<file path="src/hdl/coap_frame_serializer_defines.svh">
// Assertion macros for the CoAP frame serializer.
// Needs clk_i and rst_ni in the scope of use.
`ifndef COAP_FRAME_SERIALIZER_DEFINES_SVH
`define COAP_FRAME_SERIALIZER_DEFINES_SVH

// same-cycle implication, disabled in reset
`define CFS_ASSERT_IMP(lbl, ante, cons, msg) \
  lbl: assert property (@(posedge clk_i) disable iff (!rst_ni) (ante) |-> (cons)) \
    else $error(msg);

// next-cycle implication, disabled in reset
`define CFS_ASSERT_NXT(lbl, ante, cons, msg) \
  lbl: assert property (@(posedge clk_i) disable iff (!rst_ni) (ante) |=> (cons)) \
    else $error(msg);

`endif

</file>
<file path="src/hdl/cfs_pkg.sv">
// Types and constants of the CoAP frame serializer.
// No dependencies; imported by cfs_byte_sel and coap_frame_serializer.
package cfs_pkg;

  localparam int          HdrBytes      = 4;
  localparam int          MaxTokenBytes = 8;
  localparam logic [15:0] LimitReset    = 16'd256;
  localparam logic [7:0]  MarkerByte    = 8'hFF;

  localparam logic        ModeHeader  = 1'b0;
  localparam logic        ModePayload = 1'b1;

  localparam logic [1:0]  StOk       = 2'd0;
  localparam logic [1:0]  StBufSmall = 2'd1;
  localparam logic [1:0]  StTokLong  = 2'd2;
  localparam logic [1:0]  StNoRoom   = 2'd3;

  typedef struct packed {
    logic        mode;
    logic [1:0]  version;
    logic [1:0]  msg_type;
    logic [3:0]  token_count;
    logic [7:0]  code_byte;
    logic [15:0] message_id;
    logic [63:0] token_bytes;
    logic [15:0] payload_count;
    logic [7:0]  payload_byte;
  } coap_in_t;

  typedef struct packed {
    logic [7:0]  byte_value;
    logic        is_last;
    logic [1:0]  status;
    logic [15:0] frame_length;
  } coap_out_t;

endpackage

</file>
<file path="src/hdl/cfs_cmp.sv">
// Shared 16-bit magnitude compare unit of the serializer sequencer.
// Depends on nothing but its operands.
module cfs_cmp (
  input  logic [15:0] a_i,
  input  logic [15:0] b_i,
  output logic        ge_o
);
  assign ge_o = (a_i >= b_i);
endmodule

</file>
<file path="src/hdl/cfs_byte_sel.sv">
// Frame byte selector: header bytes, token bytes, payload marker by index.
// Depends on cfs_pkg.
module cfs_byte_sel (
  input  cfs_pkg::coap_in_t hdr_i,
  input  logic [3:0]        idx_i,
  input  logic [3:0]        ntok_i,
  output logic [7:0]        byte_o
);
  import cfs_pkg::*;

  logic [3:0] tok_off;
  logic [2:0] tok_idx;

  assign tok_off = idx_i - 4'(HdrBytes);
  assign tok_idx = tok_off[2:0];

  always_comb begin
    priority if (idx_i == 4'd0) begin
      byte_o = {hdr_i.version, hdr_i.msg_type, hdr_i.token_count};
    end else if (idx_i == 4'd1) begin
      byte_o = hdr_i.code_byte;
    end else if (idx_i == 4'd2) begin
      byte_o = hdr_i.message_id[15:8];
    end else if (idx_i == 4'd3) begin
      byte_o = hdr_i.message_id[7:0];
    end else if (tok_off < ntok_i) begin
      byte_o = hdr_i.token_bytes[{tok_idx, 3'b000} +: 8];
    end else begin
      byte_o = MarkerByte;
    end
  end
endmodule

</file>
<file path="src/hdl/coap_frame_serializer.sv">
// Header: limit/token/room checks, then one frame byte per cycle (4 to 13 bytes),
// unless the output stalls. Rejected header: one status transfer, then ready again.
// Payload item: at most one byte; not ready while an item is worked on.
// Sequencer shares one 16-bit compare unit across checks and byte emission.
// Reset: buffer_limit 256, no frame open, output empty.
`include "coap_frame_serializer_defines.svh"
module coap_frame_serializer (
  input  logic                 clk_i,
  input  logic                 rst_ni,
  input  logic                 in_valid_i,
  output logic                 in_ready_o,
  input  cfs_pkg::coap_in_t    in_data_i,
  output logic                 out_valid_o,
  input  logic                 out_ready_i,
  output cfs_pkg::coap_out_t   out_data_o,
  input  logic                 cfg_we_i,
  input  logic [15:0]          cfg_wdata_i
);
  import cfs_pkg::*;

  localparam logic [2:0] SIdle    = 3'd0;
  localparam logic [2:0] SChkLim  = 3'd1;
  localparam logic [2:0] SChkTok  = 3'd2;
  localparam logic [2:0] SChkRoom = 3'd3;
  localparam logic [2:0] SEmit    = 3'd4;
  localparam logic [2:0] SPay     = 3'd5;
  localparam logic [2:0] SRej     = 3'd6;

  logic [2:0]  state_q, state_d;
  logic [15:0] limit_q;
  logic [15:0] wpos_q, wpos_d;
  logic [15:0] pleft_q, pleft_d;
  logic        fopen_q, fopen_d;
  logic [3:0]  idx_q, idx_d;
  logic [3:0]  total_q, total_d;
  logic [1:0]  rej_q, rej_d;
  logic        out_valid_q, out_valid_d;
  coap_out_t   out_q, out_d;
  coap_in_t    hdr_q;

  logic        in_fire, slot_free, pnz, ge, room_small, last;
  logic [3:0]  room4, ntok, total_calc;
  logic [15:0] cmp_a, cmp_b, wpos_inc;
  logic [7:0]  sel_byte;

  assign in_ready_o  = (state_q == SIdle);
  assign in_fire     = in_valid_i && in_ready_o;
  assign out_valid_o = out_valid_q;
  assign out_data_o  = out_q;
  assign slot_free   = !out_valid_q || out_ready_i;

  assign pnz        = (hdr_q.payload_count != 16'd0);
  assign room_small = (limit_q[15:4] == 12'd0);
  assign room4      = limit_q[3:0] - 4'(HdrBytes);
  assign ntok       = (room_small && (room4 < hdr_q.token_count)) ? room4 : hdr_q.token_count;
  assign total_calc = 4'(HdrBytes) + ntok + {3'b000, pnz};
  assign wpos_inc   = wpos_q + 16'd1;

  always_comb begin
    unique case (state_q)
      SChkLim: begin
        cmp_a = limit_q;
        cmp_b = 16'(HdrBytes);
      end
      SChkTok: begin
        cmp_a = {12'd0, hdr_q.token_count};
        cmp_b = 16'(MaxTokenBytes + 1);
      end
      SChkRoom: begin
        cmp_a = {12'd0, 4'(HdrBytes + 1) + ntok};
        cmp_b = limit_q;
      end
      SEmit: begin
        cmp_a = {12'd0, idx_q + 4'd1};
        cmp_b = {12'd0, total_q};
      end
      default: begin
        cmp_a = wpos_q;
        cmp_b = limit_q;
      end
    endcase
  end

  cfs_cmp u_cmp (
    .a_i  (cmp_a),
    .b_i  (cmp_b),
    .ge_o (ge)
  );

  cfs_byte_sel u_byte_sel (
    .hdr_i  (hdr_q),
    .idx_i  (idx_q),
    .ntok_i (ntok),
    .byte_o (sel_byte)
  );

  always_comb begin
    state_d     = state_q;
    wpos_d      = wpos_q;
    pleft_d     = pleft_q;
    fopen_d     = fopen_q;
    idx_d       = idx_q;
    total_d     = total_q;
    rej_d       = rej_q;
    out_valid_d = out_valid_q && !out_ready_i;
    out_d       = out_q;
    last        = 1'b0;
    unique case (state_q)
      SIdle: begin
        if (in_fire) begin
          if (in_data_i.mode == ModeHeader) begin
            wpos_d  = 16'd0;
            pleft_d = 16'd0;
            fopen_d = 1'b0;
            state_d = SChkLim;
          end else if (fopen_q) begin
            pleft_d = pleft_q - 16'd1;
            fopen_d = (pleft_q != 16'd1);
            state_d = SPay;
          end
        end
      end
      SChkLim: begin
        if (ge) begin
          state_d = SChkTok;
        end else begin
          rej_d   = StBufSmall;
          state_d = SRej;
        end
      end
      SChkTok: begin
        if (ge) begin
          rej_d   = StTokLong;
          state_d = SRej;
        end else begin
          state_d = SChkRoom;
        end
      end
      SChkRoom: begin
        if (ge && pnz) begin
          rej_d   = StNoRoom;
          state_d = SRej;
        end else begin
          total_d = total_calc;
          idx_d   = 4'd0;
          wpos_d  = {12'd0, total_calc};
          pleft_d = hdr_q.payload_count;
          fopen_d = pnz;
          state_d = SEmit;
        end
      end
      SEmit: begin
        if (slot_free) begin
          last               = ge && !pnz;
          out_valid_d        = 1'b1;
          out_d.byte_value   = sel_byte;
          out_d.is_last      = last;
          out_d.status       = StOk;
          out_d.frame_length = last ? {12'd0, total_q} : 16'd0;
          idx_d              = idx_q + 4'd1;
          if (ge) begin
            state_d = SIdle;
          end
        end
      end
      SPay: begin
        if (slot_free) begin
          if (!ge) begin
            last               = (pleft_q == 16'd0) || (wpos_inc == limit_q);
            out_valid_d        = 1'b1;
            out_d.byte_value   = hdr_q.payload_byte;
            out_d.is_last      = last;
            out_d.status       = StOk;
            out_d.frame_length = last ? wpos_inc : 16'd0;
            wpos_d             = wpos_inc;
          end
          state_d = SIdle;
        end
      end
      SRej: begin
        if (slot_free) begin
          out_valid_d        = 1'b1;
          out_d.byte_value   = 8'd0;
          out_d.is_last      = 1'b1;
          out_d.status       = rej_q;
          out_d.frame_length = 16'd0;
          state_d            = SIdle;
        end
      end
      default: begin
        state_d = SIdle;
      end
    endcase
  end

  always_ff @(posedge clk_i or negedge rst_ni) begin
    if (!rst_ni) begin
      state_q     <= SIdle;
      limit_q     <= LimitReset;
      wpos_q      <= 16'd0;
      pleft_q     <= 16'd0;
      fopen_q     <= 1'b0;
      out_valid_q <= 1'b0;
    end else begin
      state_q     <= state_d;
      wpos_q      <= wpos_d;
      pleft_q     <= pleft_d;
      fopen_q     <= fopen_d;
      out_valid_q <= out_valid_d;
      if (cfg_we_i) begin
        limit_q <= cfg_wdata_i;
      end
    end
  end

  always_ff @(posedge clk_i) begin
    idx_q   <= idx_d;
    total_q <= total_d;
    rej_q   <= rej_d;
    out_q   <= out_d;
    if (in_fire) begin
      hdr_q <= in_data_i;
    end
  end

  `CFS_ASSERT_IMP(a_open_has_left, fopen_q, pleft_q != 16'd0, "open frame with no payload left")
  `CFS_ASSERT_IMP(a_emit_in_range, state_q == SEmit, idx_q < total_q, "emit index past frame end")
  `CFS_ASSERT_IMP(a_reject_shape, out_valid_o && (out_data_o.status != StOk),
                  out_data_o.is_last && (out_data_o.frame_length == 16'd0), "bad reject transfer")
  `CFS_ASSERT_NXT(a_hdr_closes, in_fire && (in_data_i.mode == ModeHeader),
                  !fopen_q && (wpos_q == 16'd0), "header did not close frame")

endmodule
</file>
<file path="config.mk">
export PLATFORM = sky130hd
export DESIGN_NAME = coap_frame_serializer
export DESIGN_NICKNAME = d
export VERILOG_FILES = /design/src/hdl/cfs_pkg.sv /design/src/hdl/cfs_cmp.sv /design/src/hdl/cfs_byte_sel.sv /design/src/hdl/coap_frame_serializer.sv
export VERILOG_INCLUDE_DIRS = /design/src /design/src/hdl
export SDC_FILE = /design/constraint.sdc
export NUM_CORES = 1
export LEC_CHECK = 0
export ABC_AREA = 0
export BUFFER_PORTS_ARGS = -buffer_cell sky130_fd_sc_hd__buf_2
export CORE_MARGIN = 5
export CORE_UTILIZATION = 35
export DETAILED_ROUTE_END_ITERATION = 6
export GPL_TIMING_DRIVEN = 0
export PLACE_DENSITY = 0.5
export SYNTH_ARGS = -nofsm -noshare
export SYNTH_HDL_FRONTEND = slang
export SYNTH_SLANG_ARGS = --single-unit
</file>
<file path="constraint.sdc">
create_clock -name clk_i -period 16.5 [get_ports clk_i]
set_input_delay 0 -clock clk_i [delete_from_list [all_inputs] [get_ports clk_i]]
set_output_delay 0 -clock clk_i [all_outputs]
set_load 0.01 [all_outputs]
</file>
==> results of run 1 <==
-- layer usage --
| metal | wire [µm] | global-route usage [%] |
|---|---|---|
| met1 | 14000 | 24.4 |
| met2 | 15800 | 32.8 |
| met3 | 1610 | 3.11 |
| met4 | 814 | 4.61 |
| met5 | 0 | 0 |
-- timing repair --
action / 4_1_cts / 5_1_grt
hold buffers: 147 / 0
setup buffers: 0 / 0
hold endpoints to repair: 192 / 0
-- stage by stage --
stage               cells  hold slack (ps)  utilization [%]  worst slack, ps  total power [mW]
finish               1707             63.0             47.5            10060              2.13
global route         1707              100             47.5             9610              2.28
CTS                  1707             39.4             47.5             9980              2.16
detailed placement   1514              178             39.9            10030              1.56
global placement     1513              177             39.8             8820              1.56
floorplan             948             -296                -            10800              1.30
-- cell usage in the layout, fill, tap and decap left out, types with 6 or more instances in the layout --
cell type,instances
buf_2,175
edfxtp_1,157
dlygate4sd3_1,147
nor2_1,105
o21ai_0,92
nand2_1,71
a21oi_1,56
dfrtp_1,52
clkbuf_1,48
ha_1,33
clkbuf_16,27
inv_1,22
xnor2_1,22
nor2b_1,17
nor3_1,17
mux2i_1,16
mux4_2,16
nand3_1,15
o22ai_1,15
mux2_2,14
and2_1,13
xor2_1,11
a22oi_1,11
nor4_1,9
a221oi_1,9
nand4_1,7
a211oi_1,7
and3_1,6
nand2b_1,6
a31oi_1,6
-- state kept, by name, summed over array words and instances (netlist names) --
name / cells
hdr_q: 120
idx_q: 4
limit_q: 16
fopen_q: 1
total_q: 4
wpos_q: 16
out_data_o: 27
rej_q: 2
pleft_q: 16
out_valid_o: 1
state_q: 3
-- cell families after synthesis --
family / Yosys count
AND/OR/NAND/NOR: 296
XOR/XNOR: 34
adder cells (fa/ha/maj): 33
flip-flops: 210
multiplexers: 49
AO/OA/AOI/OAI: 245
buffers and inverters: 81
-- cell type report --
class | count | share of cell area, %
Buffer | 57 | 1.65
Timing Repair Buffer | 317 | 16.2
Tap cell | 396 | 3.42
Clock inverter | 7 | 0.535
Clock buffer | 39 | 5.32
Multi-Input combinational cell | 657 | 30.6
Inverter | 24 | 0.621
Sequential cell | 210 | 41.7
-- power groups by stage --
| stage | logic [mW] | clock network [mW] | registers, mW |
|---|---|---|---|
| CTS | 0.790 | 0.579 | 0.789 |
| global placement | 0.750 | 0 | 0.813 |
| finish | 0.784 | 0.562 | 0.787 |
| floorplan | 0.503 | 0 | 0.801 |
| detailed placement | 0.758 | 0 | 0.798 |
| global route | 0.877 | 0.602 | 0.799 |
-- path summary, 6_finish.rpt --
kind,start,endpoint,slack [ps]
setup / recovery,limit_q[3],out_data_o[13],10060
setup reg to reg,limit_q[3],out_data_o[13],10060
min in group clk_i,in_valid_i,state_q[2],80
max in group asynchronous,rst_ni,state_q[2],15900
hold / removal,rst_ni,limit_q[13],60
hold reg to reg,pleft_q[5],pleft_q[5],510
==> flow_metrics.py, run 1 <==
metrics = {
    "placement": {
        "placed_area_mm2": 0.0122,
        "place.gp.congestion": 0.855,
        "portBuffers": 169,
        "dp_hpwl_um": 22700,
    },
    "power_and_ir_drop": {
        "power.density_mw_per_mm2": 147,
        "p_sw_share_pct": 36.0,
        "peakVddDrop_mv": 0.0834,
        "p_int_mw": 1.36,
        "clkPwrFrac_pct": 26.3,
        "switchingPower_mw": 0.769,
        "leakage_nw": 5.54,
        "combinationalPowerShare_pct": 36.8,
        "p_seq_share_pct": 36.9,
    },
    "yosys": {
        "ys_top_cells_by_count": "157 x edfxtp_1, 106 x nor2_1, 92 x o21ai_0",
        "yosysTopAreaCell": "edfxtp_1",
        "yosysTopAreaCellShare_pct": 43.7,
        "syn_nets": 1123,
        "yosys_warnings": 0,
        "syn_area_per_cell_um2": 11.4,
        "synth-main-ff-cell": "edfxtp_1",
        "synth_cells": 948,
        "synthSimpleGateAreaFrac_pct": 13.2,
        "synthMuxAreaShare_pct": 6.84,
        "synth_edf_count": 157,
        "synthTopCellsByArea": "edfxtp_1 44%, dfrtp_1 12%, o21ai_0 4.3%, ha_1 3.8%, nor2_1 3.7%",
        "synth_compound_area_share_pct": 14.3,
        "synthXorXnorAreaFrac_pct": 2.83,
        "synthAdderAreaFrac_pct": 3.82,
        "ys_types": 75,
        "synth_top_family_by_area": "compound AO/OA/AOI/OAI gates",
        "synth.most_common_cell": "edfxtp_1",
        "ys_ff_latch": 210,
        "synth_seq_area_share_pct": 56.0,
        "synth-async-reset-ratio_pct": 25.2,
        "synth_area_mm2": 0.0108,
    },
    "setup_path": {
        "path_delay_family": "compound AO/OA/AOI/OAI gates",
        "critPathMaxFanout": 27,
        "critPathSlowestCell": "nor2_4",
        "worst-path-stages": 19,
        "max_stage_delay_ps": 730,
        "cp_common_cell": "ha_1",
        "required_ps": 16660,
        "criticalPathCategory": "register to register",
        "critPathLaunchType": "register",
        "cp.arrival_ps": 6610,
        "timing.critical_path.cells": "clkbuf_1, xnor2_1, ha_1, a2111oi_4, o2111ai_4, mux2i_1, inv_1, ha_1, xor2_1, o21ai_0, a22oi_1, ha_1, nand2_1, o211ai_1, a311o_1, a21boi_1, clkbuf_1, a21oi_1, nor2_4",
        "crit_buf_inv": 3,
        "rr_worst_depth": 19,
        "crit_path_end_kind": "register",
    },
    "clocking": {
        "clockBufferDepth": 3,
        "clk_latency_ps": 550,
        "cts_resized": 0,
        "htree_num_levels": 1,
        "cts_root_buffer": "clkbuf_16",
        "clkSinkCount": 210,
        "numCtsBuffers": 25,
        "path_clk_slew_ps": 60,
        "cts_tree": "done",
    },
    "routing": {
        "drt_iter0_drc": 576,
        "postRouteAntennaNets": 0,
        "drc_errors": 0,
        "vias": 8744,
        "drt_wl_total_um": 32300,
        "first_pass_iters": 6,
        "routedWlPerCell_um": 18.9,
        "viasPerCell": 5.12,
    },
    "final_layout": {
        "drive_gt1_share_pct": 20.7,
        "area_growth_syn_to_layout_pct": 34.3,
        "n_antenna_cell": 0,
        "multi_input_area_mm2": 0.00444,
        "nFillCells": 2816,
        "regArea_mm2": 0.00604,
        "final_area_mm2": 0.0145,
        "nets": 1467,
    },
    "sta": {
        "rsz0062_at_grt": "no",
        "period_needed_ps": 6440,
        "period_share_pct": 39.0,
        "worst_pin_slew_ps": 895,
        "tns_ps": 0,
        "maxSlewHeadroom_pct": 39.9,
        "hold_viol": 0,
        "fin_skew_ps": 11.3,
        "setup_viol": 0,
        "drv_slew": 0,
        "fmax_mhz": 155,
    },
    "global_routing": {
        "grt_pass1_wl_um": 50800,
        "antenna_found_initial": 0,
        "track_usage_pct": 18.8,
        "grt_max_degree": 63,
        "grt_pass1_vias": 9154,
        "grt_overflow_total": 0,
    },
    "min_path": {
        "hold_class": "input pin to asynchronous set/reset pin",
    },
    "floorplanning": {
        "ios": 171,
        "core-area_mm2": 0.0305,
        "num_rows": 64,
        "initial_core_util_pct": 35.4,
        "die_area_mm2": 0.0345,
        "die_w_um": 186,
        "die_h_um": 186,
    },
    "run_status": {
        "status": "finished, final reports clean",
    },
    "flow_run": {
        "cap_violations": 0,
    },
}
Note: power is estimated with default switching activity, not from simulation.
==> inputs of run 2 (changes only) <==
- PLACE_DENSITY: 0.5 -> 0.52
- clock period: 16.5 -> 5.6 ns (I/O delays scaled with it)
==> run 2 against run 1 <==
Compared with the run above: clock skew increased by 1.4 ps; non-clock buffer count rose by 2; hold slack got worse by 15 ps; global-route usage shrank 0.23 points; die area is the same; sequential share of layout area grew 0.23 points; sequential power grew to 2.9 times the previous value; sequential cell count is the same; power grew to 2.9 times the previous value; via count about the same; utilization is 0.26 points lower; fmax increased by 21%; critical endpoint is now out_data_o[15]; highest routed layer unchanged.
==> flow_metrics.py, run 2 (synthesis results as in run 1) <==
metrics = {
    "run_status": {
        "status": "finished, final reports clean",
    },
    "placement": {
        "place.gp.congestion": 0.883,
        "portBuffers": 169,
        "dp_hpwl_um": 22400,
    },
    "global_routing": {
        "grtUsageMet1_pct": 24.9,
        "grt_pass1_wl_um": 50600,
        "use_met3_pct": 3.26,
        "antenna_found_initial": 0,
        "grt_use_met2_pct": 31.2,
        "grt_pass1_vias": 9247,
        "grt_max_degree": 69,
        "top_usage_layer": "met2",
        "track_usage_pct": 18.5,
        "grt_overflow_total": 0,
    },
    "power_and_ir_drop": {
        "power.density_mw_per_mm2": 425,
        "p_int_mw": 3.85,
        "p_sw_share_pct": 37.2,
        "peakVddDrop_mv": 0.283,
        "combinationalPowerShare_pct": 38.9,
        "p_seq_share_pct": 37.8,
        "power_mw": 6.13,
        "clkPwrFrac_pct": 23.4,
        "leakage_nw": 5.48,
        "switchingPower_mw": 2.28,
    },
    "floorplanning": {
        "die_area_mm2": 0.0345,
        "core-area_mm2": 0.0305,
        "initial_core_util_pct": 35.4,
        "die_w_um": 186,
        "ios": 171,
        "die_h_um": 186,
        "num_rows": 64,
    },
    "sta": {
        "fmax_mhz": 189,
        "fin_skew_ps": 12.6,
        "rsz0062_at_grt": "no",
        "setup_viol": 0,
        "worst_pin_slew_ps": 983,
        "drv_slew": 0,
        "period_needed_ps": 5300,
        "hold_viol": 0,
        "period_share_pct": 94.7,
        "maxSlewHeadroom_pct": 34.0,
    },
    "final_layout": {
        "layout_commonest_cell": "buf_2",
        "largest_register": "hdr_q",
        "fin_util_pct": 47.3,
        "drive_gt1_share_pct": 20.7,
        "nets": 1469,
        "mostFrequentLayoutCells": "175 x buf_2, 157 x edfxtp_1, 147 x dlygate4sd3_1",
        "largest_register_ffs": 120,
        "area_growth_syn_to_layout_pct": 33.5,
        "n_antenna_cell": 0,
    },
    "clocking": {
        "numCtsBuffers": 24,
        "path_clk_slew_ps": 60,
        "clkSinkCount": 210,
        "cts_root_buffer": "clkbuf_16",
        "htree_num_levels": 1,
        "cts_tree": "done",
        "clockBufferDepth": 3,
        "clk_latency_ps": 540,
    },
    "routing": {
        "vias": 8748,
        "drt_iter0_drc": 617,
        "drt_wl_total_um": 32000,
        "first_pass_iters": 5,
        "viasPerCell": 5.13,
        "drc_errors": 0,
        "postRouteAntennaNets": 0,
        "routedWlPerCell_um": 18.8,
    },
    "setup_path": {
        "required_ps": 5840,
        "critPathLaunchType": "register",
        "critPathMaxFanout": 14,
        "cp.arrival_ps": 5540,
        "crit_path_end_kind": "register",
        "criticalPathCategory": "register to register",
    },
    "min_path": {
        "hold_class": "input pin to register",
    },
    "flow_run": {
        "cap_violations": 0,
    },
}
run 2: changes by cell type in the layout (fill, tap and decap cells not counted), moves of 2 or more:
cell | previous run | this run
clkbuf_16 | 27 | 24
clkinvlp_4 | 0 | 2
clkbuf_1 | 48 | 46
clkbuf_8 | 5 | 0
clkinv_1 | 3 | 6
buf_4 | 5 | 7
run 2: final cells by class:
class                      count  area [µm²]
fill                        2816       16100
sequential                   210        6040
multi-input combinational    658        4470
timing repair buffer         320        2380
clock buffer                  31         627
tap                          396         495
buffer                        56         236
inverter                      24        90.1
clock inverter                10        75.1
run 2: metal layers:
layer,routed length [µm],up-vias
met4,769,0
met5,0,-
li1,-,4224
met1,14200,4214
met3,1810,48
met2,15200,262
run 2: power groups by stage:
stage	sequential, mW	clock, mW	combinational (mW)
after floorplan	2.36	0	1.48
after global placement	2.38	0	2.20
after detailed placement	2.35	0	2.23
after CTS	2.32	1.47	2.38
after global routing	2.35	1.53	2.65
final	2.31	1.43	2.38
run 2: worst paths after layout:
check | from | end | slack [ps] | cells past startpoint
setup / recovery | limit_q[3] | out_data_o[15] | 300 | 18
hold / removal | in_valid_i | state_q[2] | 50 | 5
setup reg to reg | limit_q[3] | out_data_o[15] | 300 | 18
hold reg to reg | pleft_q[10] | pleft_q[10] | 510 | 2
max in group asynchronous | rst_ni | pleft_q[11] | 5000 | 2
min in group asynchronous | rst_ni | limit_q[13] | 90 | 2
run 2: what timing repair did:
item | 4_1_cts | 5_1_grt
cloned | 1 | 0
setup buffers | 3 | 0
hold buffers | 147 | 0
resized for setup | 4 | 2
pin swaps | 2 | 0
hold endpoints to repair | 192 | 0
endpoints found under the setup margin | 43 | 60
run 2: metrics by stage:
stage	worst slack, ps	hold slack [ps]	area [µm²]	setup TNS (ps)	instances
5_1_grt	51.5	110	14400	0	1705
4_1_cts	69.1	18.8	14400	0	1706
3_5_place_dp	-723	178	12200	-21320	1514
2_1_floorplan	332	-296	10800	0	948
3_3_place_gp	-1210	176	12100	-46620	1513
6_report	298	48.2	14400	0	1705
run 2: critical path, cell delays in order (launching register included):
cell,delay [ps]
dfrtp_1,500
xnor2_2,280
ha_1,320
a2111oi_4,350
o2111ai_4,290
mux2_4,440
ha_1,220
xor2_1,150
o21ai_0,200
a22oi_1,140
ha_1,230
a21oi_1,140
o211ai_1,100
a311o_1,360
a21boi_2,290
clkbuf_2,330
a21oi_1,260
nor2_4,220
buf_12,170
==> inputs of run 3 (changes only) <==
- BUFFER_PORTS_ARGS: -buffer_cell sky130_fd_sc_hd__buf_2 -> -buffer_cell sky130_fd_sc_hd__buf_4
==> run 3 against run 2 <==
Compared with the run above: sequential cell count unchanged; hold slack worse by 15 ps; utilization up 1.9 points; sequential power about the same; non-clock buffer count up 2; critical path type unchanged; critical path depth unchanged; setup slack better by 66 ps; sequential share of layout area down 1.6 points; power up 5.1%; clock skew up 2.3 ps; clock power up 15%; combinational power up 4%.
==> flow_metrics.py, run 3 (synthesis results as in run 1) <==
metrics = {
    "global_routing": {
        "grtUsageMet1_pct": 25.7,
        "track_usage_pct": 18.7,
        "top_usage_layer": "met2",
        "grt_pass1_vias": 9209,
        "antenna_found_initial": 0,
        "grt_use_met2_pct": 30.9,
        "use_met3_pct": 3.05,
        "grt_max_degree": 54,
        "grt_pass1_wl_um": 50700,
        "grt_overflow_total": 0,
    },
    "floorplanning": {
        "num_rows": 64,
        "die_w_um": 186,
        "die_h_um": 186,
        "core-area_mm2": 0.0305,
        "ios": 171,
        "initial_core_util_pct": 35.4,
        "die_area_mm2": 0.0345,
    },
    "placement": {
        "dp_hpwl_um": 22800,
        "portBuffers": 169,
        "dp.cells": 1515,
        "place.gp.congestion": 0.878,
        "dpl_worst_slack_ps": -674,
    },
    "setup_path": {
        "cp.arrival_ps": 5480,
        "critPathMaxFanout": 11,
        "critPathLaunchType": "register",
        "criticalPathCategory": "register to register",
        "crit_path_end_kind": "register",
        "required_ps": 5840,
    },
    "final_layout": {
        "largest_register_ffs": 120,
        "drive_gt1_share_pct": 21.1,
        "nets": 1472,
        "layout_commonest_cell": "buf_4",
        "nFillCells": 2725,
        "n_antenna_cell": 0,
        "fin_util_pct": 49.2,
        "finalNonFillerCells": 1711,
        "mostFrequentLayoutCells": "176 x buf_4, 157 x edfxtp_1, 147 x dlygate4sd3_1",
        "area_growth_syn_to_layout_pct": 39.0,
        "largest_register": "hdr_q",
    },
    "power_and_ir_drop": {
        "power.density_mw_per_mm2": 429,
        "peakVddDrop_mv": 0.252,
        "leakage_nw": 5.71,
    },
    "clocking": {
        "htree_num_levels": 1,
        "cts_tree": "done",
        "path_clk_slew_ps": 60,
        "clockBufferDepth": 3,
        "clk_latency_ps": 540,
        "numCtsBuffers": 25,
        "cts_root_buffer": "clkbuf_16",
        "clkSinkCount": 210,
    },
    "sta": {
        "holdWs_ps": 33.5,
        "period_share_pct": 93.5,
        "worst_pin_slew_ps": 947,
        "drv_slew": 0,
        "fmax_mhz": 191,
        "fin_ws_ps": 363,
        "maxSlewHeadroom_pct": 36.4,
        "fin_skew_ps": 15.0,
        "period_needed_ps": 5240,
        "hold_viol": 0,
        "rsz0062_at_grt": "no",
        "setup_viol": 0,
    },
    "run_status": {
        "status": "finished, final reports clean",
    },
    "flow_run": {
        "cap_violations": 0,
    },
    "routing": {
        "drc_errors": 0,
        "drt_wl_total_um": 32100,
        "vias": 8876,
        "first_pass_iters": 5,
        "viasPerCell": 5.19,
        "postRouteAntennaNets": 0,
        "drt_iter0_drc": 673,
        "routedWlPerCell_um": 18.8,
    },
    "min_path": {
        "hold_class": "input pin to register",
    },
}
-- run 3: cell types whose count changed in the layout (fill, tap and decap cells not counted) --
cell       change
buf_12         +1
buf_2        -168
buf_4        +169
bufinv_16      +3
clkbuf_1       -2
clkbuf_16      +1
clkbuf_8       +4
clkinv_1       +1
clkinv_16      -1
clkinv_2       -3
inv_16         +1
-- run 3: routing by layer --
layer  up-vias  share of wire, %
met1      4274                44
met4         0               2.5
met3        58               5.9
met2       298                48
met5         -                 0
li1       4246                 -
-- run 3: final timing paths --
| check | from | endpoint | slack, ps | cells past startpoint |
|---|---|---|---|---|
| min in group asynchronous | rst_ni | limit_q[14] | 110 | 2 |
| max reg2reg | limit_q[3] | out_data_o[0] | 360 | 18 |
| min | in_valid_i | state_q[2] | 30 | 5 |
| max in group asynchronous | rst_ni | pleft_q[13] | 4950 | 2 |
| min reg2reg | pleft_q[10] | pleft_q[10] | 520 | 2 |
| max | limit_q[3] | out_data_o[0] | 360 | 18 |
-- run 3: final cells by class --
type                       count  area, µm²  share of cell area [%]
buffer                        56        236                    1.58
clock buffer                  34        699                    4.66
clock inverter                11        144                   0.959
inverter                      24       90.1                   0.600
multi-input combinational    658       4470                    29.8
sequential                   210       6040                    40.3
tap                          396        495                    3.30
timing repair buffer         322       2830                    18.9
-- run 3: where the power goes --
| group | switching, mW | internal, mW | total, mW |
|---|---|---|---|
| combinational | 1.48 | 0.995 | 2.47 |
| sequential | 0.174 | 2.14 | 2.32 |
| clock | 0.640 | 1.01 | 1.65 |
-- run 3: worst max-delay path, cell delays in order (launching register included) --
cell       delay [ps]
dfrtp_1           500
xnor2_2           280
ha_1              320
a2111oi_4         350
o2111ai_4         280
mux2_4            440
ha_1              220
xor2_1            150
o21ai_0           190
a22oi_1           120
ha_1              220
a21oi_1           150
o211ai_1          110
a311o_1           360
a21boi_2          270
clkbuf_2          320
a21oi_1           260
nor2_4            240
buf_12            160
-- run 3: stage by stage --
stage / TNS [ps] / total power [mW] / cell area, µm²
after floorplan: 0 / 3.84 / 10800
after global placement: -45260 / 4.66 / 12600
after detailed placement: -19380 / 4.66 / 12600
after CTS: 0 / 6.48 / 15000
after global routing: 0 / 6.87 / 15000
final: 0 / 6.44 / 15000
-- run 3: repair_timing --
item / CTS / global route
endpoints found under the hold margin: 194 / 0
hold buffers: 147 / 0
setup endpoints to repair: 41 / 60
pin swaps: 2 / 0
resized for setup: 4 / 2
buffers inserted: 4 / 0
gates cloned: 1 / 0
